<file path="src/sv/vhf_pkg.sv">
package vhf_pkg;

   // Fixed link and message geometry.
   localparam int unsigned MTU_BYTES     = 20;
   localparam int unsigned MAX_FRAGMENTS = 4096;
   localparam int unsigned MAX_RESULTS   = 6;

   // Field widths.
   localparam int unsigned BYTE_W   = 8;
   localparam int unsigned INDEX_W  = 12;
   localparam int unsigned LEN_W    = 16;
   localparam int unsigned LIMIT_W  = 13;
   localparam int unsigned VER_W    = 4;
   localparam int unsigned FILL_W   = 8;
   localparam int unsigned COUNT_W  = $clog2(MAX_RESULTS + 1);
   localparam int unsigned CSR_ADDR_W = 1;
   localparam int unsigned CSR_DATA_W = LIMIT_W;

   // Register indexes on the configuration port.
   localparam logic [CSR_ADDR_W-1:0] CSR_FRAGMENT_LIMIT   = 1'b0;
   localparam logic [CSR_ADDR_W-1:0] CSR_PROTOCOL_VERSION = 1'b1;

   // Register reset values.
   localparam logic [LIMIT_W-1:0] LIMIT_RESET   = LIMIT_W'(4096);
   localparam logic [VER_W-1:0]   VERSION_RESET = VER_W'(3);

   // Derived constants in the widths where they are compared.
   localparam logic [LIMIT_W-1:0] LIMIT_MAX = LIMIT_W'(MAX_FRAGMENTS);
   localparam logic [FILL_W:0]    MTU_CMP   = (FILL_W + 1)'(MTU_BYTES);

   // Varint encoding: seven payload bits per byte, top bit flags continuation.
   localparam int unsigned  VARINT_BITS  = 7;
   localparam logic         VARINT_MORE  = 1'b1;
   localparam logic         VARINT_STOP  = 1'b0;

   typedef logic [BYTE_W-1:0]  byte_type;
   typedef logic [INDEX_W-1:0] index_type;
   typedef logic [LEN_W-1:0]   len_type;
   typedef logic [COUNT_W-1:0] count_type;

   // One output byte with its side information.
   typedef struct packed {
      byte_type  out_byte;
      index_type fragment_index;
      logic      fragment_end;
      logic      message_end;
      logic      overflow_error;
   } result_type;

   // All results caused by one input beat.
   typedef struct packed {
      result_type [MAX_RESULTS-1:0] entries;
      count_type                    count;
   } burst_type;

   // One accepted input beat.
   typedef struct packed {
      byte_type data_byte;
      len_type  message_length;
   } item_type;

endpackage

</file>
<file path="src/sv/vhf_frame.sv">
module vhf_frame (
   input  logic                          clock,
   input  logic                          reset,
   input  logic                          load,
   input  vhf_pkg::item_type             item,
   input  logic [vhf_pkg::LIMIT_W-1:0]   fragment_limit,
   input  logic [vhf_pkg::VER_W-1:0]     protocol_version,
   output vhf_pkg::burst_type            burst
);

   // Message framing state.
   vhf_pkg::index_type              frag_count_ff,  frag_count_in;
   logic [vhf_pkg::FILL_W-1:0]      fill_level_ff,  fill_level_in;
   vhf_pkg::len_type                bytes_taken_ff, bytes_taken_in;
   vhf_pkg::len_type                msg_total_ff,   msg_total_in;
   logic                            dropping_ff,    dropping_in;

   // Decode of the current beat against the state.
   logic                            first;
   logic                            opening;
   logic                            overflow;
   logic                            last;
   logic                            frag_end;
   logic [vhf_pkg::LEN_W:0]         bytes_next;
   vhf_pkg::len_type                total;
   logic [vhf_pkg::LIMIT_W-1:0]     limit_eff;
   logic [vhf_pkg::LIMIT_W-1:0]     new_index;
   vhf_pkg::index_type              cur_index;
   logic                            index_more;
   logic [1:0]                      len_bytes;
   vhf_pkg::byte_type               len_b0, len_b1, len_b2, ver_byte;
   vhf_pkg::byte_type               hdr [vhf_pkg::MAX_RESULTS];
   vhf_pkg::count_type              hdr_n;
   logic [vhf_pkg::FILL_W-1:0]      fill_base;
   logic [vhf_pkg::FILL_W:0]        fill_inc;

   // Classify the beat: message start, fragment start, overflow, last byte.
   always_comb begin
      first      = (bytes_taken_ff == '0);
      total      = first ? ((item.message_length == '0) ? vhf_pkg::LEN_W'(1)
                                                        : item.message_length)
                         : msg_total_ff;
      bytes_next = {1'b0, bytes_taken_ff} + (vhf_pkg::LEN_W + 1)'(1);
      last       = (bytes_next >= {1'b0, total});
      limit_eff  = (fragment_limit > vhf_pkg::LIMIT_MAX) ? vhf_pkg::LIMIT_MAX
                                                         : fragment_limit;
      new_index  = first ? '0 : ({1'b0, frag_count_ff} + vhf_pkg::LIMIT_W'(1));
      opening    = first || (fill_level_ff == '0);
      overflow   = opening && (new_index >= limit_eff);
      cur_index  = opening ? new_index[vhf_pkg::INDEX_W-1:0] : frag_count_ff;
   end

   // Header bytes: index varint, then on fragment zero length varint and version.
   always_comb begin
      index_more = (new_index[vhf_pkg::INDEX_W-1:vhf_pkg::VARINT_BITS] != '0);
      len_b0     = {(total[15:7] != '0) ? vhf_pkg::VARINT_MORE : vhf_pkg::VARINT_STOP,
                    total[6:0]};
      len_b1     = {(total[15:14] != '0) ? vhf_pkg::VARINT_MORE : vhf_pkg::VARINT_STOP,
                    total[13:7]};
      len_b2     = {6'b0, total[15:14]};
      ver_byte   = {protocol_version, 4'b0};
      len_bytes  = (total[15:14] != '0) ? 2'd3 : ((total[15:7] != '0) ? 2'd2 : 2'd1);
      for (int k = 0; k < vhf_pkg::MAX_RESULTS; k++) begin
         hdr[k] = '0;
      end
      hdr_n = '0;
      if (first) begin
         // Fragment zero: index byte 0, length varint, version byte.
         hdr[0] = '0;
         hdr[1] = len_b0;
         unique case (len_bytes)
            2'd3: begin
               hdr[2] = len_b1;
               hdr[3] = len_b2;
               hdr[4] = ver_byte;
               hdr_n  = vhf_pkg::COUNT_W'(5);
            end
            2'd2: begin
               hdr[2] = len_b1;
               hdr[3] = ver_byte;
               hdr_n  = vhf_pkg::COUNT_W'(4);
            end
            default: begin
               hdr[2] = ver_byte;
               hdr_n  = vhf_pkg::COUNT_W'(3);
            end
         endcase
      end else if (opening) begin
         hdr[0] = {index_more ? vhf_pkg::VARINT_MORE : vhf_pkg::VARINT_STOP,
                   new_index[6:0]};
         hdr[1] = {3'b0, new_index[vhf_pkg::INDEX_W-1:vhf_pkg::VARINT_BITS]};
         hdr_n  = index_more ? vhf_pkg::COUNT_W'(2) : vhf_pkg::COUNT_W'(1);
      end
   end

   // Fill level after this data byte and whether it closes the fragment.
   always_comb begin
      fill_base = opening ? vhf_pkg::FILL_W'(hdr_n) : fill_level_ff;
      fill_inc  = {1'b0, fill_base} + (vhf_pkg::FILL_W + 1)'(1);
      frag_end  = last || (fill_inc >= vhf_pkg::MTU_CMP);
   end

   // Assemble the result list for this beat.
   always_comb begin
      for (int k = 0; k < vhf_pkg::MAX_RESULTS; k++) begin
         if (vhf_pkg::COUNT_W'(k) < hdr_n) begin
            burst.entries[k] = '{out_byte: hdr[k], fragment_index: cur_index,
                                 fragment_end: 1'b0, message_end: 1'b0,
                                 overflow_error: 1'b0};
         end else begin
            burst.entries[k] = '{out_byte: item.data_byte, fragment_index: cur_index,
                                 fragment_end: frag_end, message_end: last,
                                 overflow_error: 1'b0};
         end
      end
      burst.count = hdr_n + vhf_pkg::COUNT_W'(1);
      if (dropping_ff) begin
         burst.count = '0;
      end else if (overflow) begin
         burst.entries[0] = '{out_byte: '0, fragment_index: '0, fragment_end: 1'b0,
                              message_end: 1'b1, overflow_error: 1'b1};
         burst.count      = vhf_pkg::COUNT_W'(1);
      end
   end

   // Next state when the beat is taken.
   always_comb begin
      frag_count_in  = frag_count_ff;
      fill_level_in  = fill_level_ff;
      bytes_taken_in = bytes_taken_ff;
      msg_total_in   = msg_total_ff;
      dropping_in    = dropping_ff;
      if (load) begin
         bytes_taken_in = bytes_next[vhf_pkg::LEN_W-1:0];
         if (!dropping_ff) begin
            msg_total_in = total;
         end
         if (dropping_ff || overflow) begin
            dropping_in = 1'b1;
         end else begin
            frag_count_in = cur_index;
            fill_level_in = frag_end ? '0 : fill_inc[vhf_pkg::FILL_W-1:0];
         end
         if (last) begin
            bytes_taken_in = '0;
            frag_count_in  = '0;
            fill_level_in  = '0;
            dropping_in    = 1'b0;
         end
      end
   end

   always_ff @(posedge clock) begin
      if (reset) begin
         frag_count_ff  <= '0;
         fill_level_ff  <= '0;
         bytes_taken_ff <= '0;
         msg_total_ff   <= '0;
         dropping_ff    <= 1'b0;
      end else begin
         frag_count_ff  <= frag_count_in;
         fill_level_ff  <= fill_level_in;
         bytes_taken_ff <= bytes_taken_in;
         msg_total_ff   <= msg_total_in;
         dropping_ff    <= dropping_in;
      end
   end

endmodule

</file>
<file path="src/sv/vhf_burst.sv">
module vhf_burst (
   input  logic                  clock,
   input  logic                  reset,
   input  logic                  load,
   input  vhf_pkg::burst_type    burst,
   output logic                  free,
   output vhf_pkg::result_type   result,
   output logic                  result_valid,
   output logic                  result_last,
   input  logic                  result_ready
);

   vhf_pkg::result_type [vhf_pkg::MAX_RESULTS-1:0] entries_ff, entries_in;
   vhf_pkg::count_type                             count_ff,   count_in;
   vhf_pkg::count_type                             pos_ff,     pos_in;
   logic                                           busy_ff,    busy_in;
   logic                                           fire;

   // Present the current entry; the last one of the list carries the run mark.
   always_comb begin
      result       = entries_ff[pos_ff[vhf_pkg::COUNT_W-1:0]];
      result_valid = busy_ff;
      result_last  = (pos_ff == (count_ff - vhf_pkg::COUNT_W'(1)));
      fire         = busy_ff && result_ready;
      free         = !busy_ff || (fire && result_last);
   end

   // Step through the list, reloading as soon as the final beat leaves.
   always_comb begin
      entries_in = entries_ff;
      count_in   = count_ff;
      pos_in     = pos_ff;
      busy_in    = busy_ff;
      if (load) begin
         entries_in = burst.entries;
         count_in   = burst.count;
         pos_in     = '0;
         busy_in    = (burst.count != '0);
      end else if (fire) begin
         if (result_last) begin
            busy_in = 1'b0;
         end else begin
            pos_in = pos_ff + vhf_pkg::COUNT_W'(1);
         end
      end
   end

   always_ff @(posedge clock) begin
      entries_ff <= entries_in;
      count_ff   <= count_in;
      if (reset) begin
         pos_ff  <= '0;
         busy_ff <= 1'b0;
      end else begin
         pos_ff  <= pos_in;
         busy_ff <= busy_in;
      end
   end

   // The read pointer stays inside the loaded list.
   assert property (@(posedge clock) disable iff (reset)
      busy_ff |-> (pos_ff < count_ff))
      else $error("burst pointer beyond list");

   // A new list is never loaded over one that still has beats to send.
   assert property (@(posedge clock) disable iff (reset)
      (busy_ff && !(fire && result_last)) |-> !load)
      else $error("burst overwritten while busy");

   // An overflow result stands alone and ends its run and its message.
   assert property (@(posedge clock) disable iff (reset)
      (busy_ff && result.overflow_error) |-> (result_last && result.message_end))
      else $error("overflow result not alone");

   // The message end always closes a fragment on data beats.
   assert property (@(posedge clock) disable iff (reset)
      (busy_ff && result.message_end && !result.overflow_error) |-> result.fragment_end)
      else $error("message end without fragment end");

endmodule

</file>
<file path="src/sv/varint_header_fragmenter.sv">
// Message fragmenter: takes one payload byte per req beat (the message length is
// sampled on a message's first byte) and emits the fragment stream on rsp, one
// byte per beat. Each fragment opens with its index as a base-128 varint; fragment
// zero adds the length varint and a version byte. Throughput is one data byte per
// cycle while rsp does not stall; a message's first byte gives up to 6 rsp beats,
// a later fragment's up to 3, as rsp sends one header or data byte per cycle.
// Beats of a dropped message are taken and emit nothing. Each req beat is held in the
// input register, then the result list register. fragment_limit and protocol_version
// are written through csr_* by the user only while idle; the block does not enforce it.
module varint_header_fragmenter (
   input  logic                              clock,
   input  logic                              reset,
   // Input stream.
   input  logic                              req_tvalid,
   output logic                              req_tready,
   input  logic [23:0]                       req_tdata,  // data_byte, message_length
   // Result stream.
   output logic                              rsp_tvalid,
   input  logic                              rsp_tready,
   output logic [23:0]                       rsp_tdata,  // out_byte, fragment_index,
                                                         // fragment_end, message_end, pad
   output logic                              rsp_tlast,  // run_last
   output logic                              rsp_tuser,  // overflow_error
   // Configuration writes.
   input  logic                              csr_we,
   input  logic [vhf_pkg::CSR_ADDR_W-1:0]    csr_addr,
   input  logic [vhf_pkg::CSR_DATA_W-1:0]    csr_wdata
);

   vhf_pkg::item_type               item_ff, item_in;
   logic                            item_valid_ff, item_valid_in;
   logic [vhf_pkg::LIMIT_W-1:0]     limit_ff, limit_in;
   logic [vhf_pkg::VER_W-1:0]       version_ff, version_in;
   logic                            load;
   logic                            free;
   vhf_pkg::burst_type              burst;
   vhf_pkg::result_type             result;

   // Input register: refilled in the same cycle it hands its beat on.
   always_comb begin
      load          = item_valid_ff && free;
      req_tready    = !item_valid_ff || free;
      item_in       = item_ff;
      item_valid_in = item_valid_ff;
      if (req_tvalid && req_tready) begin
         item_in       = '{data_byte: req_tdata[7:0], message_length: req_tdata[23:8]};
         item_valid_in = 1'b1;
      end else if (load) begin
         item_valid_in = 1'b0;
      end
   end

   // Configuration registers.
   always_comb begin
      limit_in   = limit_ff;
      version_in = version_ff;
      if (csr_we) begin
         unique case (csr_addr)
            vhf_pkg::CSR_FRAGMENT_LIMIT:   limit_in   = csr_wdata;
            vhf_pkg::CSR_PROTOCOL_VERSION: version_in = csr_wdata[vhf_pkg::VER_W-1:0];
            default:                       limit_in   = limit_ff;
         endcase
      end
   end

   always_ff @(posedge clock) begin
      item_ff <= item_in;
      if (reset) begin
         item_valid_ff <= 1'b0;
         limit_ff      <= vhf_pkg::LIMIT_RESET;
         version_ff    <= vhf_pkg::VERSION_RESET;
      end else begin
         item_valid_ff <= item_valid_in;
         limit_ff      <= limit_in;
         version_ff    <= version_in;
      end
   end

   // Framing state and per-beat result list.
   vhf_frame u_frame (
      .clock            (clock),
      .reset            (reset),
      .load             (load),
      .item             (item_ff),
      .fragment_limit   (limit_ff),
      .protocol_version (version_ff),
      .burst            (burst)
   );

   // Result list register and output sequencing.
   vhf_burst u_burst (
      .clock        (clock),
      .reset        (reset),
      .load         (load),
      .burst        (burst),
      .free         (free),
      .result       (result),
      .result_valid (rsp_tvalid),
      .result_last  (rsp_tlast),
      .result_ready (rsp_tready)
   );

   // Pack the result beat.
   always_comb begin
      rsp_tdata = {2'b0, result.message_end, result.fragment_end,
                   result.fragment_index, result.out_byte};
      rsp_tuser = result.overflow_error;
   end

endmodule

</file>
<file path="config.mk">
export PLATFORM = sky130hd
export DESIGN_NAME = varint_header_fragmenter
export DESIGN_NICKNAME = d
export VERILOG_FILES = /design/src/sv/vhf_pkg.sv /design/src/sv/vhf_frame.sv /design/src/sv/vhf_burst.sv /design/src/sv/varint_header_fragmenter.sv
export SDC_FILE = /design/constraint.sdc
export NUM_CORES = 1
export LEC_CHECK = 0
export ABC_AREA = 1
export BUFFER_PORTS_ARGS = -buffer_cell sky130_fd_sc_hd__buf_4
export CELL_PAD_IN_SITES_DETAIL_PLACEMENT = 1
export CELL_PAD_IN_SITES_GLOBAL_PLACEMENT = 1
export CORE_MARGIN = 4
export CORE_UTILIZATION = 49
export CTS_BUF_LIST = sky130_fd_sc_hd__clkbuf_16
export DETAILED_ROUTE_END_ITERATION = 6
export PLACE_DENSITY_LB_ADDON = 0.08
export SLEW_MARGIN = 20
export SYNTH_ARGS = -nofsm -noshare
export SYNTH_HDL_FRONTEND = slang
export SYNTH_SLANG_ARGS = --single-unit
export TNS_END_PERCENT = 5
</file>
<file path="constraint.sdc">
create_clock -name clock -period 7.3 [get_ports clock]
set_clock_uncertainty 0.1 [all_clocks]
set_input_delay 0 -clock clock [delete_from_list [all_inputs] [get_ports clock]]
set_output_delay 0 -clock clock [all_outputs]
set_load 0.03 [all_outputs]
</file>
==> flow_metrics.py <==
metrics = {
    "run_status": {
        "status": "complete, no violations",
    },
    "power": {
        "leakage_uw": 0.00514,
        "p_clk_frac": 0.280,
        "p_sw_uw": 1370,
        "p_comb_frac": 0.329,
        "p_sw_frac": 0.398,
        "power.density_mw_per_mm2": 295,
        "seq_power_share": 0.391,
        "p_int_uw": 2080,
        "ir_worst_vdd_v": 0.000207,
    },
    "die": {
        "chipWidth_um": 150,
        "die_height_um": 150,
        "row_count": 51,
        "dieArea_mm2": 0.0224,
        "core_area_mm2": 0.0196,
        "ioPinCount": 71,
        "start_util": 0.502,
    },
    "timing": {
        "fin_hold_ws_ns": 0.172,
        "slew_viol_final": 0,
        "setup_tns_ns": 0,
        "worst_pin_slew_ns": 1.07,
        "finalCritPeriodShare": 0.725,
        "slew-limit-headroom": 0.287,
        "hold_violations": 0,
        "rsz0062_at_grt": "false",
        "setup_violations": 0,
        "fin_crit_ns": 5.29,
        "max_freq_mhz": 189,
    },
    "clocking": {
        "cts_buffers": 17,
        "cts_setup_buffers": 0,
        "ctsResizeCount": 0,
        "clkTransAtPathRegs_ns": 0.08,
        "cts_tree": "yes",
        "cts_max_level": 4,
        "cts_root_buf": "clkbuf_16",
        "clockBufferDepth": 2,
        "holdBufCountCts": 56,
        "cts_sinks": 187,
        "clock_latency_ns": 0.45,
    },
    "drt": {
        "drt_iter0_drc": 666,
        "detail_route.wl_per_cell_um": 20.8,
        "dr.pass1.iters": 5,
        "num_vias": 8870,
        "ant_nets": 0,
        "drt-total-wl_um": 32700,
        "viasPerCell": 5.64,
        "drc_errors": 0,
    },
    "synth": {
        "synth-xor-area-share": 0.0125,
        "synth_simple_gate_area_frac": 0.213,
        "netlist_area_mm2": 0.00984,
        "synth_top_family_by_area": "simple AND/OR/NAND/NOR gates",
        "synthMuxAreaShare": 0,
        "synth-seq-area-share": 0.494,
        "synth_adder_area_share": 0.0483,
        "synth.avg_cell_area_um2": 8.23,
        "synth-seq-cells": 187,
        "synthesis.instances": 1195,
        "synthDistinctLibCells": 40,
        "synth_warnings": 0,
        "synth-compound-area-share": 0.136,
    },
    "worst_setup_path": {
        "crit_arrival_ns": 5.36,
        "crit_path_end_kind": "flop",
        "worstSetupStartpointType": "flop",
        "r2r_slack_ns": 2.01,
        "critPathRequiredTime_ns": 7.37,
        "worstSetupPathType": "flop to flop",
        "critPathMaxFanout": 34,
    },
    "global_route": {
        "grt.overflow.total": 0,
        "grt_use_total": 0.301,
        "grt_max_degree": 61,
        "antenna_found_initial": 0,
        "grt_pass1_vias": 9404,
        "grt_pass1_wl_um": 51700,
    },
    "placed_design": {
        "io_buffers": 68,
        "place_congestion": 0.881,
        "dp_hpwl_um": 22300,
    },
    "final_layout": {
        "multiInputGateArea_mm2": 0.00405,
        "final_nets": 1377,
        "layout_commonest_cell": "nand2_1",
        "fill_cells": 2372,
        "layout-drive-gt1-share": 0.111,
        "diodes": 0,
        "area_delta_synth_final_pct": 18.8,
        "layout_common_cells": "nand2_1 (198), inv_1 (181), o21ai_0 (144)",
        "regArea_mm2": 0.00486,
    },
    "min_path": {
        "worstHoldPathType": "primary input to flop",
    },
    "run": {
        "cap_violations": 0,
    },
}
cell families (layout without fill, tap and decap cells):
family / Yosys count / after routing
other: 1 / 2
flip-flops: 187 / 187
buffers and inverters: 237 / 350
AO/OA/AOI/OAI: 247 / 247
XOR/XNOR: 14 / 14
adder cells (fa/ha/maj): 38 / 38
AND/OR/NAND/NOR: 471 / 471
metal layers:
layer | GRT usage | up-vias | wire length, um | share of wire
met5 | 0 | - | 0 | 0
met4 | 0.102 | 0 | 939 | 0.029
met3 | 0.0463 | 69 | 1490 | 0.046
met2 | 0.522 | 261 | 16300 | 0.50
met1 | 0.386 | 4358 | 13900 | 0.43
li1 | - | 4182 | - | -
sequential cells by signal, summed over array words and instances, names as in the netlist:
register and count:
u_burst.pos_ff 3, item_ff 24, u_frame.dropping_ff 1, version_ff 4, u_frame.bytes_taken_ff 16, limit_ff 13, u_burst.entries_ff 85, u_burst.count_ff 3
u_frame.msg_total_ff 16, u_burst.result_valid 1, item_valid_ff 1, u_frame.fill_level_ff 8, u_frame.frag_count_ff 12
layout make-up:
class	instances	area share
Multi-Input combinational cell	772	0.346
Timing Repair Buffer	132	0.0968
Tap cell	265	0.0284
Sequential cell	187	0.416
Inverter	186	0.0597
Clock buffer	17	0.0364
Clock inverter	15	0.0162
synth_stat cells (all sizes together):
cell type	n	area [um^2]
nor3	14	80.1
xor2	11	96.3
clkinv	1	3.75
a211oi	1	7.51
o31ai	5	37.5
a21oi	51	274
nor4	12	75.1
conb	1	3.75
nor2	147	599
nor3b	2	15.0
clkbuf	37	139
o2111ai	1	8.76
or2	1	6.26
dfxtp	75	1500
edfxtp	112	3360
ha	38	475
o221ai	1	8.76
o22ai	34	213
nand3	70	398
nand3b	2	15.0
nand4	18	113
nand2	205	792
inv	185	694
o211ai	8	60.1
xnor2	3	26.3
buf	14	103
o21ai	146	731
metrics by stage:
| step | instances | util | power [uW] | instance area (um^2) | setup slack [ns] |
|---|---|---|---|---|---|
| 5_1_grt | 1574 | 0.597 | 3610 | 11700 | 1.63 |
| 6_report | 1574 | 0.597 | 3450 | 11700 | 2.01 |
| 3_5_place_dp | 1486 | 0.537 | 2430 | 10500 | 2.21 |
| 4_1_cts | 1574 | 0.597 | 3420 | 11700 | 2.15 |
| 2_1_floorplan | 1196 | - | 2080 | 9840 | 2.65 |
| 3_3_place_gp | 1486 | 0.537 | 2380 | 10500 | 2.35 |
worst paths after layout:
path,from,endpoint,cells past startpoint
setup / recovery,u_frame.bytes_taken_ff[0],u_burst.entries_ff[117],21
hold / removal,req_tdata[5],item_ff[21],2
setup reg to reg,u_frame.bytes_taken_ff[0],u_burst.entries_ff[117],21
hold reg to reg,item_ff[22],u_burst.entries_ff[136],0
worst max-delay path, stage by stage, from the launching register on:
cell     delay [ns]
dfxtp_1        0.34
inv_1          0.12
ha_1           0.23
nand2_1        0.10
nor2_4         0.21
nand2_4        0.27
o21ai_0        0.33
inv_1          0.15
nand2_1        0.09
nor2_1         0.05
nand2_2        0.15
inv_1          0.14
nor2_1         0.83
o22ai_1        0.28
ha_1           0.30
inv_1          0.12
nor3_2         0.07
xor2_1         0.15
nor2_1         0.14
nand3_1        0.12
nor2_2         0.54
nand2_1        0.14
power groups by stage:
stage	logic, uW	clock network (uW)	registers [uW]
after CTS	1110	970	1340
after global placement	1020	0	1360
after global routing	1240	1020	1360
after detailed placement	1060	0	1370
final	1130	967	1350
after floorplan	729	0	1350
Note: power is estimated with default switching activity, not from simulation.
